==> src/design/pdth_ram.sv <==
`default_nettype none
module pdth_ram #(
  parameter int WIDTH = 8,
  parameter int DEPTH = 16
) (
  input  wire logic                     clk,
  input  wire logic                     we,
  input  wire logic [$clog2(DEPTH)-1:0] waddr,
  input  wire logic [WIDTH-1:0]         wdata,
  input  wire logic [$clog2(DEPTH)-1:0] raddr,
  output logic [WIDTH-1:0]              rdata
);

  logic [WIDTH-1:0] mem [DEPTH];

  always_ff @(posedge clk) begin
    if (we) begin
      mem[waddr] <= wdata;
    end
    rdata <= mem[raddr];
  end

endmodule
`default_nettype wire

==> config.mk <==
export PLATFORM = sky130hd
export DESIGN_NAME = pdth_ram
export DESIGN_NICKNAME = d
export VERILOG_FILES = /design/src/design/pdth_ram.sv
export SDC_FILE = /design/constraint.sdc
export NUM_CORES = 1
export LEC_CHECK = 0
export BUFFER_PORTS_ARGS = -buffer_cell sky130_fd_sc_hd__buf_2
export CORE_UTILIZATION = 40
export DETAILED_ROUTE_END_ITERATION = 8
export PLACE_DENSITY = 0.53
export SLEW_MARGIN = 10
export SYNTH_ARGS = -nofsm -noshare
export SYNTH_HDL_FRONTEND = slang
export SYNTH_SLANG_ARGS = --single-unit
==> constraint.sdc <==
create_clock -name clk -period 2 [get_ports clk]
set_input_delay 0.2 -clock clk [delete_from_list [all_inputs] [get_ports clk]]
set_output_delay 0.2 -clock clk [all_outputs]
set_load 0.005 [all_outputs]
==> impl_metrics.py, run 1 <==
metrics = {
    "timing": {
        "rsz0062_at_grt": "false",
        "tightest_slew_ns": 0.4104,
        "period_share_pct": 65.65,
        "setup_ws_ns": 0.6871,
        "hold_violations": 0,
        "fmax_ghz": 0.7617,
        "slew_headroom_pct": 72.64,
        "fin_setup_tns_ns": 0,
        "clock_skew_ns": 0.005873,
        "maxSlewViolCount": 0,
        "fin_crit_ns": 1.313,
        "setup-violations-final": 0,
        "whs_ns": 0.1672,
    },
    "synth": {
        "yosys_warnings": 0,
        "synth_nets": 247,
        "synth-compound-area-share_pct": 2.333,
        "synth_top_area_share_pct": 74.67,
        "synthAdderAreaFrac_pct": 0,
        "synth-simple-area-share_pct": 3.184,
        "synthCells": 229,
        "syn_area_um2": 5147,
        "ys_types": 19,
        "synth_top_cell_by_area": "edfxtp_1",
        "muxShareOfSynthArea_pct": 15.02,
        "syn_avg_cell_area_um2": 22.48,
        "synth_top_family_by_area": "multiplexers",
        "synthXorXnorAreaFrac_pct": 0,
        "seq_area_frac_synth_pct": 77.78,
        "ys_ff_latch": 136,
        "synth_area_leaders": "edfxtp_1, mux4_2, mux4_1",
    },
    "final_layout": {
        "drive_gt1_share_pct": 30.07,
        "fin_util_pct": 49.16,
        "seq_area_um2": 4004,
        "final_area_um2": 6178,
        "fillCellCount": 1044,
        "area_delta_synth_final_pct": 20.03,
        "most-common-layout-cells": "edfxtp_1, buf_2, buf_4, mux4_2, clkbuf_16",
        "final_common_cell": "edfxtp_1",
        "fin_nets": 302,
        "multi_input_area_um2": 1057,
    },
    "critical_path": {
        "crit_chain": "mux4_2, a22oi_1, nand2_1",
        "rr_worst_depth": 3,
        "cpPeakStageDelay_ns": 0.47,
        "cp_max_fo": 1,
        "end_kind": "flip-flop",
        "crit_slowest_cell": "mux4_2",
        "setup.worst_path.class": "reg -> reg",
        "cp.required_ns": 2.30,
        "cp.arrival_ns": 1.61,
        "start_kind": "flip-flop",
    },
    "clocking": {
        "clk_pin_slew_worst_paths_ns": 0.06,
        "clk_path_buf_depth": 2,
        "htree_num_levels": 4,
        "cts_resized": 0,
        "cts_root_buf": "clkbuf_16",
        "cts_made_buffers": 17,
        "cts_setup_buffers": 0,
        "clock-sinks": 136,
        "cts_hold_buf": 0,
        "cts_tree": "done",
        "clkLatencyLatePin_ns": 0.42,
    },
    "die": {
        "die_y_um": 115.4,
        "rows": 41,
        "die_x_um": 115.4,
        "fp.coreArea_um2": 12570,
        "initial_core_util_pct": 40.96,
        "pin_count": 26,
        "die_area_um2": 13330,
    },
    "detailed_routing": {
        "antenna_left": 0,
        "viasPerCell": 5.175,
        "drc_errors": 0,
        "first_iter_violations": 204,
        "finalWirelength_um": 10080,
        "vias": 2427,
        "drt_first_pass_iters": 4,
        "wl_per_cell_um": 21.48,
    },
    "placed_design": {
        "dpl-instance-area_um2": 5584,
        "portBuffers": 25,
        "post-place-ws_ns": 0.3212,
        "gp_congestion": 0.6508,
        "post-dp-hpwl_um": 6128,
    },
    "worst_hold_path": {
        "hold_path.class": "in -> reg",
        "holdPathStages": 1,
    },
    "run_status": {
        "status": "finished clean",
    },
    "power_and_ir_drop": {
        "combPwrFrac_pct": 4.4,
        "sequentialPowerShare_pct": 48.3,
        "switching_power_w": 0.001269,
        "p_int_w": 0.005373,
        "netSwitchingFraction_pct": 19.10,
        "power_density_nw_per_um2": 1075,
        "ir_drop_mv": 0.7288,
        "p_clk_share_pct": 47.3,
        "leakage_nw": 2.094,
    },
    "global_routing": {
        "grt_pass1_vias": 2576,
        "antenna_found_initial": 1,
        "grt_max_degree": 33,
        "grt_usage_pct": 17.34,
        "grt_pass1_wl_um": 15440,
        "grt_overflow": 0,
    },
    "flow_run": {
        "max-cap-violations": 0,
    },
}
==> synth_stat cells <==
library cell and count:
nand3b_1 2, mux4_2 18, buf_4 1, a22oi_1 16, nand2_1 9, or3b_2 1
nor2b_1 1, buf_2 3, mux4_1 14, nor2_1 13, nand3_1 1, and2_1 1
and2b_1 1, edfxtp_1 128, clkdlybuf4s25_2 3, nor3_1 4, nand2b_1 2, buf_6 3
dfxtp_1 8
==> path summary, 6_finish.rpt <==
check              from   endpoint  slack [ns]
min            wdata[5]  mem[2][5]        0.17
max           mem[3][4]   rdata[4]        0.69
min reg2reg  mem[11][1]   rdata[1]        0.67
max reg2reg   mem[3][4]   rdata[4]        0.69
==> power by group through the flow <==
| stage | logic [W] | registers (W) | clock network [W] |
|---|---|---|---|
| floorplan | 0.000162 | 0.00326 | 0 |
| global placement | 0.000296 | 0.00327 | 0 |
| detailed placement | 0.000299 | 0.00327 | 0 |
| CTS | 0.000298 | 0.00321 | 0.00319 |
| global route | 0.000324 | 0.00321 | 0.00332 |
| finish | 0.000291 | 0.00321 | 0.00314 |
==> final cells by class <==
cell class                      count  area share, %
Tap cell                          172          3.483
Multi-Input combinational cell     83          17.11
Antenna cell                        1        0.04050
Clock buffer                       20          7.068
Sequential cell                   136          64.80
Clock inverter                     11          2.511
Timing Repair Buffer               46          4.982
==> critical path, delay by kind of cell, from the launching register on <==
| kind | cells | cell delay (ns) |
|---|---|---|
| AND/OR/NAND/NOR | 1 | 0.08 |
| flip-flops | 1 | 0.36 |
| AO/OA/AOI/OAI | 1 | 0.29 |
| multiplexers | 1 | 0.47 |
==> flip-flops by register name, summed over array words and instances (netlist names) <==
signal  flops
rdata       8
mem       128
==> metrics by stage <==
| stage | power (W) | std cells |
|---|---|---|
| CTS | 0.006700 | 468 |
| global route | 0.006854 | 468 |
| global placement | 0.003562 | 437 |
| detailed placement | 0.003566 | 437 |
| floorplan | 0.003422 | 229 |
| finish | 0.006642 | 469 |
==> logic make-up after synthesis <==
group,Yosys count
buffers and inverters,10
AND/OR/NAND/NOR,35
multiplexers,32
AO/OA/AOI/OAI,16
flip-flops,136
==> layer usage <==
layer	part of all wire [%]	GRT usage [%]	wire length, um	up-vias
met5	0	0	0	-
met4	1.4	6.753	146	0
met3	5.2	4.969	524	16
met2	47	26.03	4744	60
met1	46	24.08	4659	1266
li1	-	-	-	1085
(Power assumes the default switching activity.)
==> run 2, diff against run 1 <==
- clock period: 2 -> 1.31 ns (I/O delays scaled with it)
==> run 2 against run 1 <==
Sequential cell count is the same. Global-route usage barely moved. Critical endpoint is now rdata[7]. Design area increased by 2.8%. Total power is 54% higher. Sequential power is 53% higher. Fmax increased by 3.5%. Clock-buffer cell count is 3 lower. Critical path type unchanged. Via count increased by 1.0%.
==> impl_metrics.py, run 2 (synthesis gave the netlist of run 1 again) <==
metrics = {
    "final_layout": {
        "diodes": 0,
        "final_common_cell": "edfxtp_1",
        "largest-register": "mem",
        "most-common-layout-cells": "edfxtp_1, buf_4, buf_2, mux4_2, clkbuf_16",
        "fin_nets": 313,
        "largest_register_ffs": 128,
        "area_delta_synth_final_pct": 23.36,
        "drive_gt1_share_pct": 40.07,
        "fin_cells": 479,
        "top_regs": "mem x128, rdata x8",
        "fin_util_pct": 50.52,
    },
    "global_routing": {
        "grt_pass1_vias": 2556,
        "grt_pass1_wl_um": 15550,
        "grt_max_degree": 20,
        "grt_overflow": 0,
        "grt_usage_pct": 17.31,
        "antenna_found_initial": 0,
    },
    "clocking": {
        "cts_hold_buf": 0,
        "clkLatencyLatePin_ns": 0.41,
        "htree_num_levels": 4,
        "clk_pin_slew_worst_paths_ns": 0.06,
        "cts_made_buffers": 17,
        "cts_tree": "done",
        "clock-sinks": 136,
        "clk_path_buf_depth": 2,
        "cts_root_buf": "clkbuf_16",
    },
    "run_status": {
        "status": "finished clean",
    },
    "timing": {
        "maxSlewViolCount": 0,
        "tightest_slew_ns": 0.9791,
        "slew_headroom_pct": 34.48,
        "period_share_pct": 96.88,
        "hold_violations": 0,
        "clock_skew_ns": 0.007292,
        "fin_crit_ns": 1.269,
        "rsz0062_at_grt": "true",
        "fmax_ghz": 0.7880,
        "setup-violations-final": 0,
    },
    "critical_path": {
        "setup.worst_path.class": "reg -> reg",
        "end_kind": "flip-flop",
        "r2r_setup_slack_ns": 0.04,
        "start_kind": "flip-flop",
        "r2r_end": "rdata[7]",
        "rr_worst_depth": 3,
        "cp.arrival_ns": 1.56,
        "r2r-start": "mem[11][7]",
        "critPathLaunch": "mem[11][7]",
        "cp.required_ns": 1.60,
        "cp_max_fo": 1,
    },
    "power_and_ir_drop": {
        "ir_drop_mv": 0.6817,
        "power_density_nw_per_um2": 1615,
        "finalPower_w": 0.01025,
        "leakage_nw": 2.152,
    },
    "die": {
        "die_area_um2": 13330,
        "initial_core_util_pct": 40.96,
        "fp.coreArea_um2": 12570,
        "rows": 41,
        "die_y_um": 115.4,
        "pin_count": 26,
        "die_x_um": 115.4,
    },
    "detailed_routing": {
        "drt_first_pass_iters": 4,
        "finalWirelength_um": 10170,
        "wl_per_cell_um": 21.24,
        "antenna_left": 0,
        "drc_errors": 0,
        "vias": 2452,
        "viasPerCell": 5.119,
        "first_iter_violations": 187,
    },
    "worst_hold_path": {
        "holdPathStages": 1,
        "min_from": "wdata[2]",
        "hold_end": "mem[15][2]",
        "hold_path.class": "in -> reg",
    },
    "placed_design": {
        "portBuffers": 25,
        "dp_cells": 448,
        "gp_congestion": 0.7268,
        "post-dp-hpwl_um": 6423,
    },
    "flow_run": {
        "max-cap-violations": 0,
    },
}
run 2: report_power, final:
group / switching, W / internal (W) / total (W)
Sequential: 0.0000307 / 0.00487 / 0.00490
Combinational: 0.000272 / 0.000241 / 0.000513
Clock: 0.00169 / 0.00315 / 0.00484
Total: 0.00200 / 0.00826 / 0.0103
run 2: worst max-delay path by stage:
stage,to,slack (ns),depth (start not counted)
final,rdata[7],0.04,3
after global routing,rdata[7],-0.03,3
after CTS,rdata[5],0.0004,3
after detailed placement,rdata[0],-0.31,6
after global placement,rdata[3],-0.31,5
after floorplan,mem[3][0],-0.09,2
run 2: routing by layer:
layer  GRT usage, %  vias to the layer above  wire length (um)
li1               -                     1099                 -
met1          24.23                     1275              4758
met2          26.03                       66              4850
met3          4.341                       12               440
met4          7.273                        0               123
met5              0                        -                 0
run 2: layout make-up:
| type | count | area [um^2] |
|---|---|---|
| well taps | 172 | 215.2 |
| flip-flops and latches | 136 | 4004 |
| fillers | 1036 | 6218 |
| multi-input cells | 83 | 1095 |
| clock inverters | 14 | 182.7 |
| clock buffers | 17 | 425.4 |
| repair buffers | 57 | 427.9 |
run 2: metrics by stage:
| stage | instance area, um^2 | hold slack (ns) | TNS, ns | setup WS (ns) |
|---|---|---|---|---|
| final | 6350 | 0.1065 | 0 | 0.04093 |
| after global routing | 6350 | 0.1151 | -0.08888 | -0.03234 |
| after CTS | 6349 | 0.09456 | 0 | 0.0003538 |
| after detailed placement | 5719 | 0.5087 | -4.411 | -0.3099 |
| after global placement | 5719 | 0.5103 | -4.315 | -0.3131 |
| after floorplan | 5162 | 0.2299 | -2.655 | -0.08715 |
run 2: worst max-delay path, stage by stage (launching register included):
cell,delay (ns)
edfxtp_1,0.37
mux4_2,0.48
a22oi_2,0.22
nand2_1,0.08
run 2: repair_timing:
action | in CTS | in global routing
setup buffers | 0 | 0
endpoints found under the setup margin | 4 | 8
pin swaps | 3 | 4
resized for setup | 6 | 9
==> run 3, diff against run 2 <==
- SETUP_SLACK_MARGIN: unset -> 0.2
- clock period: 1.31 -> 1.4 ns (I/O delays scaled with it)
==> run 3 against run 2 <==
Largest cell class unchanged. Critical endpoint is now rdata[4]. Routed wire length shrank 2.2%. Critical path depth is the same. Worst setup slack gained 0.091 ns.
==> impl_metrics.py, run 3 (synthesis gave the netlist of run 1 again) <==
metrics = {
    "clocking": {
        "clock-sinks": 136,
        "clk_pin_slew_worst_paths_ns": 0.06,
        "clk_path_buf_depth": 2,
        "cts_root_buf": "clkbuf_16",
        "clkLatencyLatePin_ns": 0.41,
        "cts_setup_buffers": 0,
        "cts_made_buffers": 17,
        "cts_hold_buf": 0,
        "cts_tree": "done",
        "htree_num_levels": 4,
    },
    "worst_hold_path": {
        "min_from": "wdata[1]",
        "hold_end": "mem[13][1]",
        "holdPathStages": 1,
        "hold_path.class": "in -> reg",
    },
    "final_layout": {
        "final_common_cell": "edfxtp_1",
        "fillCellCount": 1015,
        "largest-register": "mem",
        "fin_cells": 473,
        "top_regs": "mem x128, rdata x8",
        "final_area_um2": 6259,
        "most-common-layout-cells": "edfxtp_1, mux4_2, buf_2, clkbuf_16, buf_4",
        "largest_register_ffs": 128,
        "diodes": 0,
        "drive_gt1_share_pct": 43.19,
        "area_delta_synth_final_pct": 21.58,
        "fin_nets": 306,
    },
    "critical_path": {
        "cp.arrival_ns": 1.56,
        "r2r_setup_slack_ns": 0.13,
        "critPathLaunch": "mem[10][4]",
        "cp_max_fo": 1,
        "start_kind": "flip-flop",
        "end_kind": "flip-flop",
        "cp.required_ns": 1.69,
        "r2r_end": "rdata[4]",
        "setup.worst_path.class": "reg -> reg",
        "r2r-start": "mem[10][4]",
        "rr_worst_depth": 3,
    },
    "global_routing": {
        "grt_usage_pct": 17.00,
        "antenna_found_initial": 0,
        "grt_pass1_vias": 2526,
        "grt_max_degree": 20,
        "grt_pass1_wl_um": 15410,
        "grt_overflow": 0,
    },
    "detailed_routing": {
        "finalWirelength_um": 9950,
        "drc_errors": 0,
        "vias": 2386,
        "drt_first_pass_iters": 5,
        "wl_per_cell_um": 21.04,
        "antenna_left": 0,
        "viasPerCell": 5.044,
        "first_iter_violations": 166,
    },
    "die": {
        "die_area_um2": 13330,
        "rows": 41,
        "initial_core_util_pct": 40.96,
        "pin_count": 26,
        "die_x_um": 115.4,
        "die_y_um": 115.4,
        "fp.coreArea_um2": 12570,
    },
    "timing": {
        "fin_crit_ns": 1.268,
        "maxSlewViolCount": 0,
        "rsz0062_at_grt": "true",
        "period_share_pct": 90.55,
        "whs_ns": 0.1107,
        "tightest_slew_ns": 0.9462,
        "hold_violations": 0,
        "fmax_ghz": 0.7889,
        "clock_skew_ns": 0.005383,
        "slew_headroom_pct": 36.69,
        "setup-violations-final": 0,
    },
    "placed_design": {
        "portBuffers": 25,
        "dpl-instance-area_um2": 5684,
        "gp_congestion": 0.7146,
        "dp_cells": 441,
        "post-dp-hpwl_um": 6369,
    },
    "power_and_ir_drop": {
        "ir_drop_mv": 0.8230,
        "power_density_nw_per_um2": 1447,
        "leakage_nw": 2.056,
    },
    "run_status": {
        "status": "finished clean",
    },
    "flow_run": {
        "max-cap-violations": 0,
    },
}
run 3: changes by cell type in the layout (fill, tap and decap cells not counted), sizes merged:
cell / change
inv: +6
buf: -7
bufinv: -4
clkinvlp: +3
clkinv: -4
run 3: how the worst max path moves through the flow:
stage / cells after the start / endpoint
CTS: 3 / rdata[4]
finish: 3 / rdata[4]
global route: 3 / rdata[4]
detailed placement: 6 / rdata[1]
global placement: 6 / rdata[1]
floorplan: 2 / mem[0][0]
run 3: timing repair:
| item | 4_1_cts | 5_1_grt |
|---|---|---|
| endpoints found under the setup margin | 8 | 8 |
| cloned | 0 | 0 |
| resized for setup | 10 | 1 |
| pin swaps | 4 | 1 |
run 3: critical path, stage by stage (launching register included):
cell	delay, ns
edfxtp_1	0.37
mux4_2	0.48
a22oi_2	0.22
nand2_1	0.08
run 3: area by class of cell:
| cell class | instances | area, um^2 | area share [%] |
|---|---|---|---|
| timing repair buffer | 50 | 412.9 | 6.597 |
| tap | 172 | 215.2 | 3.439 |
| sequential | 136 | 4004 | 63.97 |
| clock buffer | 17 | 425.4 | 6.797 |
| clock inverter | 15 | 120.1 | 1.919 |
| multi-input combinational | 83 | 1081 | 17.27 |
run 3: per-layer routing:
| metal | part of all wire [%] | wire length [um] | global-route usage [%] |
|---|---|---|---|
| met5 | 0 | 0 | 0 |
| met4 | 1.1 | 108 | 4.675 |
| met3 | 3.6 | 359 | 4.603 |
| met2 | 52 | 5161 | 27.94 |
| met1 | 43 | 4320 | 22.45 |
run 3: through the flow:
stage	util, %	setup slack, ns	power (W)	TNS [ns]
floorplan	-	0.1570	0.004913	0
global placement	45.23	-0.2041	0.005130	-0.9334
detailed placement	45.23	-0.2318	0.005132	-0.9746
CTS	49.76	0.1022	0.009150	0
global route	49.80	0.07589	0.009353	0
finish	49.80	0.1323	0.009054	0
run 3: report_power, final:
part	switching, W	internal, W	leakage [nW]
clock	0.00171	0.00229	0.250
combinational	0.000251	0.000219	0.583
sequential	0.0000290	0.00455	1.22
total	0.00199	0.00706	2.06
