===== config.mk =====
export PLATFORM = sky130hd
export DESIGN_NAME = pdth_cfg
export DESIGN_NICKNAME = d
export VERILOG_FILES = /design/src/design/pdth_pkg.sv /design/src/design/pdth_cfg.sv
export SDC_FILE = /design/constraint.sdc
export NUM_CORES = 1
export LEC_CHECK = 0
export BUFFER_PORTS_ARGS = -buffer_cell sky130_fd_sc_hd__buf_4
export CORE_MARGIN = 2
export CORE_UTILIZATION = 42
export DETAILED_ROUTE_END_ITERATION = 16
export GPL_ROUTABILITY_DRIVEN = 0
export PLACE_DENSITY_LB_ADDON = 0.3
export SETUP_SLACK_MARGIN = 0.05
export SLEW_MARGIN = 20
export SYNTH_ARGS = -nofsm -noshare
export SYNTH_HDL_FRONTEND = slang
export SYNTH_SLANG_ARGS = --single-unit
export TNS_END_PERCENT = 20

===== constraint.sdc =====
create_clock -name clk -period 0.9 [get_ports clk]
set_clock_uncertainty 0.1 [all_clocks]
set_input_delay 0.18 -clock clk [delete_from_list [all_inputs] [get_ports clk]]
set_output_delay 0.18 -clock clk [all_outputs]
set_load 0.005 [all_outputs]

===== src/design/pdth_pkg.sv =====
`default_nettype none
package pdth_pkg;

  localparam int CFG_IDX_W = 2;
  localparam int CFG_DATA_W = 20;

  localparam logic [CFG_IDX_W-1:0] REG_DEAD_TIME = 2'd0;
  localparam logic [CFG_IDX_W-1:0] REG_MAX_HITS = 2'd1;
  localparam logic [CFG_IDX_W-1:0] REG_EVENT_MODE = 2'd2;

  localparam logic [19:0] DEAD_TIME_RST = 20'd30000;
  localparam logic [12:0] MAX_HITS_RST = 13'd65;

  localparam logic [12:0] PMT_CNT_MAX = 13'h1fff;
  localparam logic [7:0] CONTRIB_MAX = 8'hff;

  localparam logic OP_HIT = 1'b0;
  localparam logic OP_DRAIN = 1'b1;

  typedef struct packed {
    logic [19:0] dead_time;
    logic [12:0] max_hits;
    logic        event_mode;
  } cfg_t;

endpackage
`default_nettype wire


===== src/design/pdth_cfg.sv =====
`default_nettype none
module pdth_cfg (
  input  wire logic                              clk,
  input  wire logic                              rst_n,
  input  wire logic                              cfg_valid,
  output logic                                   cfg_ready,
  input  wire logic [pdth_pkg::CFG_IDX_W-1:0]    cfg_index,
  input  wire logic [pdth_pkg::CFG_DATA_W-1:0]   cfg_data,
  output pdth_pkg::cfg_t                         cfg
);

  pdth_pkg::cfg_t cfg_r;

  assign cfg_ready = 1'b1;
  assign cfg = cfg_r;

  always_ff @(posedge clk) begin
    if (!rst_n) begin
      cfg_r.dead_time <= pdth_pkg::DEAD_TIME_RST;
      cfg_r.max_hits <= pdth_pkg::MAX_HITS_RST;
      cfg_r.event_mode <= 1'b0;
    end else if (cfg_valid) begin
      case (cfg_index)
        pdth_pkg::REG_DEAD_TIME: cfg_r.dead_time <= cfg_data;
        pdth_pkg::REG_MAX_HITS: cfg_r.max_hits <= cfg_data[12:0];
        pdth_pkg::REG_EVENT_MODE: cfg_r.event_mode <= cfg_data[0];
        default: ;
      endcase
    end
  end

endmodule
`default_nettype wire


==> results of run 1 <==
-- report_power, final --
group          switching, mW  internal, mW
registers             0.0444          1.58
clock network          0.540         0.941
logic                  0.203         0.331
-- layout make-up --
| class | instances | area [um2] | share of cell area [%] |
|---|---|---|---|
| clock inverters | 2 | 60.1 | 2.51 |
| repair buffers | 81 | 818 | 34.1 |
| well taps | 46 | 57.6 | 2.40 |
| clock buffers | 6 | 51.3 | 2.14 |
| flip-flops and latches | 34 | 722 | 30.1 |
| multi-input cells | 91 | 654 | 27.3 |
| inverters | 9 | 33.8 | 1.41 |
-- routing by layer --
| layer | part of all wire, % | vias to the layer above | wire, um | GRT usage [%] |
|---|---|---|---|---|
| li1 | - | 636 | - | - |
| met2 | 52 | 58 | 2010 | 34.8 |
| met3 | 7.3 | 6 | 282 | 6.16 |
| met4 | 1.6 | 0 | 63 | 10.0 |
| met5 | 0 | - | 0 | 0 |
| met1 | 39 | 603 | 1480 | 21.5 |
-- worst max path at each step --
stage                     cells after the start  endpoint    startpoint
after floorplan                               3   cfg[21]  cfg_index[1]
after global placement                        4   cfg[31]  cfg_index[1]
after detailed placement                      4   cfg[32]  cfg_index[1]
after CTS                                     1    cfg[6]        cfg[6]
after global routing                          1   cfg[16]       cfg[16]
final                                         1    cfg[8]        cfg[8]
-- cells in the final DEF (no fill, tap or decap) --
master,Yosys,layout
nand3b_4,1,1
buf_6,1,34
nor3b_4,0,1
clkbuf_4,0,5
nand2_2,0,3
nand4bb_1,7,7
o211ai_1,9,9
clkbuf_8,0,1
nand2_1,43,40
dlygate4sd3_1,0,10
nand4b_1,2,2
mux2i_1,25,24
inv_1,9,9
dfxtp_1,34,1
bufinv_16,0,2
buf_12,0,3
conb_1,1,1
dlymetal6s4s_1,0,4
dfxtp_2,0,33
nand3b_1,1,1
mux2i_4,0,1
buf_4,2,30
and3b_1,1,1
-- cell families after synthesis --
family	Yosys count	synth area share (%)
compound gates	9	4.76
flops	34	48.0
buf+inv	22	7.76
simple gates	56	21.6
mux	25	17.6
other cells	1	0.264
-- timing repair --
| item | in CTS | in global routing |
|---|---|---|
| hold buffers | 14 | 0 |
| setup endpoints to repair | 34 | 43 |
| gates resized for setup | 50 | 26 |
| hold endpoints to repair | 16 | 0 |
| setup buffers | 1 | 0 |
| pin swaps | 0 | 1 |
-- metrics by stage --
stage	setup WS, ns	instance area (um2)	TNS, ns	instances	hold WS, ns
after global routing	-0.224	2400	-6.77	269	0.0127
after floorplan	0.00358	1430	0	147	0.222
after CTS	-0.195	2320	-6.34	269	0.00101
final	-0.186	2400	-5.77	269	0.0186
after detailed placement	-0.244	1940	-5.92	246	0.352
after global placement	-0.185	1940	-5.32	246	0.338
==> results.cfg, run 1 <==
[pwr]
p_per_area_mw_per_mm2 = 1520
p_leak_nw = 1.13
ir_drop_uv = 1100
power_mw = 3.63

[detailed_routing]
drc = 0
ant_nets = 0
detail_route.first_pass.iterations = 4
drt_iter0_drc = 81
vias = 1303
viasPerCell = 4.84
drt_wl_total_mm = 3.84
avgRoutedWirePerCell_um = 14.3

[hold_path]
holdCritStartpoint = cfg_data[6]
holdPathEnd = cfg[20]
worstHoldPathType = input pin to register
worstHoldPathCells = 3

[setup_path]
critPathTopFamily = flip-flops
rr_endpoint = cfg[21]
worstPathArrival_ns = 0.81
required_ns = 0.62
reg2reg_from = cfg[21]
startpoint_type = register
cpPeakStageDelay_ns = 0.35
cp_cell_sequence = buf_6
rr_worst_depth = 3
crit_type = register to output port
slowest_stage = dfxtp_2
cp_max_fo = 2
cp_num_buf_inv = 1
endpoint_kind = output port
rrSetupSlack_ns = 0.12

[logic_synthesis]
ys_seq_area_share_pct = 48.0
yosys_warnings = 0
syn_inst = 147
yosysUniqueCellTypes = 15
async_flop_share_pct = 0
synth_commonest_cells = nand2_1, dfxtp_1, mux2i_1, buf_2
synth_top_area_cell = dfxtp_1
yosysTopAreaCellShare_pct = 48.0
syn_avg_cell_area_um2 = 9.65
synth.most_common_cell = nand2_1
ys_ff_latch = 34
syn_nets = 172
ys_top_cells_by_area = dfxtp_1, mux2i_1, nand2_1
synth_edf_count = 0
synth.cell_area_mm2 = 0.00142
ys.flop_type = dfxtp_1

[layout]
final_core_utilization_pct = 73.0
area_growth_pct = 69.0
largest_register_ffs = 34
drive_above_1_share_pct = 51.1
fillCellCount = 248
n_antenna_cell = 0
fin_nets = 247

[clocking]
cts.clk_slew.worst_paths_ns = 0.11
cts_buffer_depth = 2
cts.sinks = 34
cts_buffers = 5
worstSkewPairLatency_ns = 0.33
cts_root_buf = clkbuf_4
htree_levels = 2
tritoncts = done

[grt]
track_usage_pct = 19.8
grt_pass1_vias = 1317
globalRoute.totalOverflow = 0
antenna_found_initial = 0
grt_max_degree = 29
grt_pass1_wl_mm = 5.97

[floorplanning]
start_util_pct = 43.2
num_rows = 21
die-area_mm2 = 0.00386
coreArea_mm2 = 0.00328
ios = 60
die_w_um = 62.1
die_y_um = 62.1

[place]
io_buffers = 58
dp_hpwl_mm = 2.35

[timing]
fmax_mhz = 920
final-setup-viol-count = 34
period_share_pct = 121
fin_crit_ns = 1.09
worst_slack_ns = -0.186
finalHoldViolCount = 0
rsz0062_at_grt = yes
drv_slew = 0

[outcome]
violations = setup timing
outcome = complete, but fails checks

[run]
drv_cap = 0
(Power assumes the default switching activity.)
==> run 2: changes to the inputs <==
--- a/config.mk
+++ b/config.mk
@@ -10,6 +10,7 @@
 export CORE_UTILIZATION = 42
 export DETAILED_ROUTE_END_ITERATION = 16
 export GPL_ROUTABILITY_DRIVEN = 0
+export HOLD_SLACK_MARGIN = 0.03
 export PLACE_DENSITY_LB_ADDON = 0.3
 export SETUP_SLACK_MARGIN = 0.05
 export SLEW_MARGIN = 20
==> run 2 against run 1 <==
Compared with the run above:
- the flow still finishes with violations (setup timing)
- routed wire length is 0.86% lower
- final area grew 0.47%
- sequential cell count did not move
- worst setup slack improved by 0.0017 ns
- sequential power is essentially flat
- critical path type unchanged
==> results.cfg, run 2 (synthesis results as in run 1) <==
[outcome]
outcome = complete, but fails checks
violations = setup timing

[pwr]
p_per_area_mw_per_mm2 = 1510
p_leak_nw = 1.14
switchingPower_mw = 0.775
pwr-share-comb_pct = 14.8
switching_share_pct = 21.4
seqPwrFrac_pct = 44.7
pwr-share-clk_pct = 40.6
ir_drop_uv = 1100
power_mw = 3.63
intPower_mw = 2.85

[detailed_routing]
avgRoutedWirePerCell_um = 14.0
drt_iter0_drc = 75
detail_route.first_pass.iterations = 4
vias = 1299
viasPerCell = 4.78
drt_wl_total_mm = 3.81
ant_nets = 0
drc = 0

[clocking]
ctsHoldBuffers = 17
cts_buffers = 5
worstSkewPairLatency_ns = 0.33
tritoncts = done
cts.sinks = 34
htree_levels = 2
cts_root_buf = clkbuf_4
cts_buffer_depth = 2
cts.clk_slew.worst_paths_ns = 0.11

[place]
dp_hpwl_mm = 2.35
preCtsSetupSlack_ns = -0.244
io_buffers = 58

[setup_path]
worstPathArrival_ns = 0.80
cp_num_buf_inv = 1
cp_cell_sequence = buf_6
crit_type = register to output port
endpoint_kind = output port
required_ns = 0.62
startpoint_type = register
rrSetupSlack_ns = 0.13
critPathTopFamily = flip-flops
cpPeakStageDelay_ns = 0.35
slowest_stage = dfxtp_2
cp_max_fo = 2

[floorplanning]
start_util_pct = 43.2
die_y_um = 62.1
coreArea_mm2 = 0.00328
die-area_mm2 = 0.00386
ios = 60
die_w_um = 62.1
num_rows = 21

[timing]
fmax_mhz = 922
period_share_pct = 121
drv_slew = 0
worst_slack_ns = -0.185
final-setup-viol-count = 34
rsz0062_at_grt = yes
fin_crit_ns = 1.08
finalHoldViolCount = 0
fin_setup_tns_ns = -5.72

[layout]
fillCellCount = 246
n_antenna_cell = 0
drive_above_1_share_pct = 50.4
fin_nets = 250
layout_commonest_cell = nand2_1
area_growth_pct = 69.8
layout_common_cells = nand2_1, dfxtp_2, buf_6, buf_4, mux2i_1
largest_register_ffs = 34

[grt]
track_usage_pct = 19.7
grt_max_degree = 29
antenna_found_initial = 0
grt_pass1_vias = 1316
globalRoute.totalOverflow = 0
grt_pass1_wl_mm = 5.95

[hold_path]
worstHoldPathType = input pin to register

[run]
drv_cap = 0
==> run 2: changes by cell type in the layout (fill, tap and decap cells not counted), sizes merged <==
cell	previous run	this run
buf	67	68
dlygate4sd3	10	12
==> run 2: power groups by stage <==
stage | logic [mW] | registers (mW) | clock network [mW]
floorplan | 0.190 | 1.63 | 0
global placement | 0.417 | 1.63 | 0
detailed placement | 0.429 | 1.63 | 0
CTS | 0.517 | 1.61 | 1.50
global route | 0.574 | 1.63 | 1.57
finish | 0.535 | 1.62 | 1.47
==> run 2: final cells by class <==
cell class / count / area [um2] / area share (%)
Timing Repair Buffer: 84 / 842 / 35.0
Tap cell: 46 / 57.6 / 2.39
Clock inverter: 2 / 60.1 / 2.49
Inverter: 9 / 33.8 / 1.40
Sequential cell: 34 / 722 / 30.0
Clock buffer: 6 / 51.3 / 2.13
Multi-Input combinational cell: 91 / 642 / 26.6
==> run 2: path summary, 6_finish.rpt <==
path                                   from      end  cells past startpoint
worst max register to register      cfg[21]  cfg[21]                      3
worst min-delay path            cfg_data[0]   cfg[0]                      3
worst min register to register      cfg[13]  cfg[13]                      2
worst max-delay path                 cfg[8]   cfg[8]                      1
==> run 2: worst reg2reg max path, cell delays in order, from the launching register on <==
cell and delay [ns]:
dfxtp_2 0.34, buf_4 0.12, nand2_1 0.05, mux2i_1 0.06
==> run 2: routing by layer <==
metal | global-route usage, % | up-vias | wire [um]
met5 | 0 | - | 0
met4 | 10.0 | 0 | 63
met3 | 6.16 | 6 | 235
met2 | 35.1 | 45 | 2050
met1 | 21.0 | 603 | 1460
li1 | - | 645 | -
==> run 2: per-stage QoR <==
step | instance area [um2] | std cells | utilization [%] | hold slack [ns]
after CTS | 2350 | 272 | 71.7 | 0.0189
final | 2410 | 272 | 73.3 | 0.0333
after detailed placement | 1940 | 246 | 59.0 | 0.352
after global placement | 1940 | 246 | 59.0 | 0.338
after floorplan | 1430 | 147 | - | 0.222
after global routing | 2410 | 272 | 73.3 | 0.0250
==> run 2: timing repair <==
item,CTS,global route
resized for setup,50,24
hold endpoints to repair,26,1
endpoints found under the setup margin,34,45
buffers inserted,1,0
==> run 3: changes to the inputs <==
--- a/config.mk
+++ b/config.mk
@@ -5,8 +5,8 @@
 export SDC_FILE = /design/constraint.sdc
 export NUM_CORES = 1
 export LEC_CHECK = 0
+export ABC_AREA = 1
 export BUFFER_PORTS_ARGS = -buffer_cell sky130_fd_sc_hd__buf_4
-export CORE_MARGIN = 2
 export CORE_UTILIZATION = 42
 export DETAILED_ROUTE_END_ITERATION = 16
 export GPL_ROUTABILITY_DRIVEN = 0
==> run 3 against run 2 <==
Compared with the run above:
- the run ends with hold timing, setup timing left
- global-route usage up 0.35 points
- synthesized cell count increased by 42%
- final area shrank 10%
- sequential power hardly changed
- non-clock buffer count decreased by 21
- power shrank 15%
- fmax up 1.4%
- sequential cell count unchanged
- clock-buffer cell count up 1
- critical path type unchanged
- critical endpoint is now cfg[21]
- largest cell class is now registers
==> results.cfg, run 3 <==
[setup_path]
critPathTopFamily = flip-flops
endpoint_kind = output port
startpoint_type = register
crit_type = register to output port
reg2reg_from = cfg[11]
critPathCapture = cfg[21]
cp_max_fo = 2
worstPathArrival_ns = 0.79
cp.depth = 1
required_ns = 0.62
slowest_stage = dfxtp_2
rr_worst_depth = 4
cpPeakStageDelay_ns = 0.34
cp_cell_sequence = buf_6
crit_path_start = cfg[21]
rrSetupSlack_ns = 0.10
cp_num_buf_inv = 1
rr_endpoint = cfg[11]

[floorplanning]
num_rows = 20
ios = 60
die_w_um = 60.6
coreArea_mm2 = 0.00315
die_y_um = 60.6
die-area_mm2 = 0.00367
start_util_pct = 45.8

[grt]
grt_pass1_vias = 1204
track_usage_pct = 20.1
antenna_found_initial = 0
grt_pass1_wl_mm = 5.33
grt_max_degree = 35
globalRoute.totalOverflow = 0

[layout]
fillCellCount = 295
n_antenna_cell = 0
layout_common_cells = nand2_1, nor2_1, dfxtp_2, buf_6, nand3_1
drive_above_1_share_pct = 39.8
largest_register_ffs = 34
fin_nets = 290
layout_commonest_cell = nand2_1
area_growth_pct = 49.4
final_core_utilization_pct = 68.4

[run]
drv_cap = 0

[logic_synthesis]
ys_top_cells_by_area = dfxtp_1, nand2_1, nand3_1
async_flop_share_pct = 0
ys.flop_type = dfxtp_1
syn_nets = 234
synth_top_area_cell = dfxtp_1
synth.most_common_cell = nand2_1
synth_edf_count = 0
yosysUniqueCellTypes = 13
syn_avg_cell_area_um2 = 6.90
ys_seq_area_share_pct = 47.2
syn_inst = 209
synth_commonest_cells = nand2_1, nor2_1, dfxtp_1, nand3_1, inv_1
synth.cell_area_mm2 = 0.00144
yosys_warnings = 0
ys_ff_latch = 34
yosysTopAreaCellShare_pct = 47.2

[clocking]
tritoncts = done
cts.clk_slew.worst_paths_ns = 0.10
cts_root_buf = clkbuf_4
cts_buffer_depth = 2
htree_levels = 2
worstSkewPairLatency_ns = 0.33
cts_buffers = 5
cts.sinks = 34
cts_post_setup_buffers_inserted = 0

[timing]
drv_slew = 0
fmax_mhz = 934
worst_slack_ns = -0.170
rsz0062_at_grt = yes
fin_crit_ns = 1.07
period_share_pct = 119
finalHoldViolCount = 18
hold_ws_ns = -0.0438
final-setup-viol-count = 34

[place]
io_buffers = 58
preCtsSetupSlack_ns = -0.215
dp_hpwl_mm = 2.14

[detailed_routing]
viasPerCell = 4.49
vias = 1393
detail_route.first_pass.iterations = 4
ant_nets = 0
avgRoutedWirePerCell_um = 10.7
drc = 0
drt_wl_total_mm = 3.30
drt_iter0_drc = 69

[pwr]
p_per_area_mw_per_mm2 = 1430
ir_drop_uv = 898
power_mw = 3.08
p_leak_nw = 1.11

[outcome]
violations = hold timing, setup timing
outcome = complete, but fails checks

[hold_path]
worstHoldPathType = input pin to register
[run 3: stage by stage]
step | instance area (um2) | TNS, ns | hold slack [ns] | cells
after floorplan | 1460 | 0 | 0.193 | 209
after global placement | 1930 | -4.45 | 0.311 | 302
after detailed placement | 1930 | -4.89 | 0.315 | 302
after CTS | 2110 | -5.73 | -0.0371 | 310
after global routing | 2160 | -6.55 | -0.0412 | 310
final | 2160 | -5.23 | -0.0438 | 310
[run 3: logic make-up (layout without fill, tap and decap cells)]
logic type / Yosys count / after routing / share of synthesized area, %
compound gates: 13 / 13 / 4.51
other cells: 1 / 1 / 0.260
simple gates: 120 / 120 / 35.3
buf+inv: 41 / 98 / 12.7
flops: 34 / 34 / 47.2
[run 3: how the worst min path moves through the flow]
stage,slack (ns),from,end,cells after the start
6_report,-0.04,cfg_data[10],cfg[11],3
5_1_grt,-0.04,cfg_data[4],cfg[5],3
4_1_cts,-0.04,cfg_data[10],cfg[11],3
3_5_place_dp,0.32,cfg_data[6],cfg[7],3
3_3_place_gp,0.31,cfg_data[9],cfg[10],3
2_1_floorplan,0.19,cfg_data[0],cfg[1],2
[run 3: where the power goes]
part	switching [mW]	internal (mW)
logic	0.242	0.311
registers	0.0550	1.60
clock network	0.498	0.379
[run 3: layout make-up]
class,count,area (um2),share of cell area [%]
Clock buffer,7,55.1,2.55
Sequential cell,34,723,33.5
Timing Repair Buffer,63,638,29.6
Inverter,27,101,4.70
Tap cell,44,55.1,2.55
Multi-Input combinational cell,134,578,26.8
Clock inverter,1,5.00,0.232
[run 3: layer usage]
| layer | up-vias | wire, um | global-route usage, % |
|---|---|---|---|
| met1 | 596 | 1530 | 24.1 |
| li1 | 746 | - | - |
| met3 | 6 | 186 | 7.46 |
| met4 | 0 | 52 | 7.79 |
| met2 | 45 | 1540 | 32.7 |
| met5 | - | 0 | 0 |
[run 3: timing repair]
| item | CTS | global route |
|---|---|---|
| pin swaps | 0 | 1 |
| endpoints found under the setup margin | 34 | 35 |
| endpoints found under the hold margin | 21 | 20 |
| resized for setup | 50 | 18 |
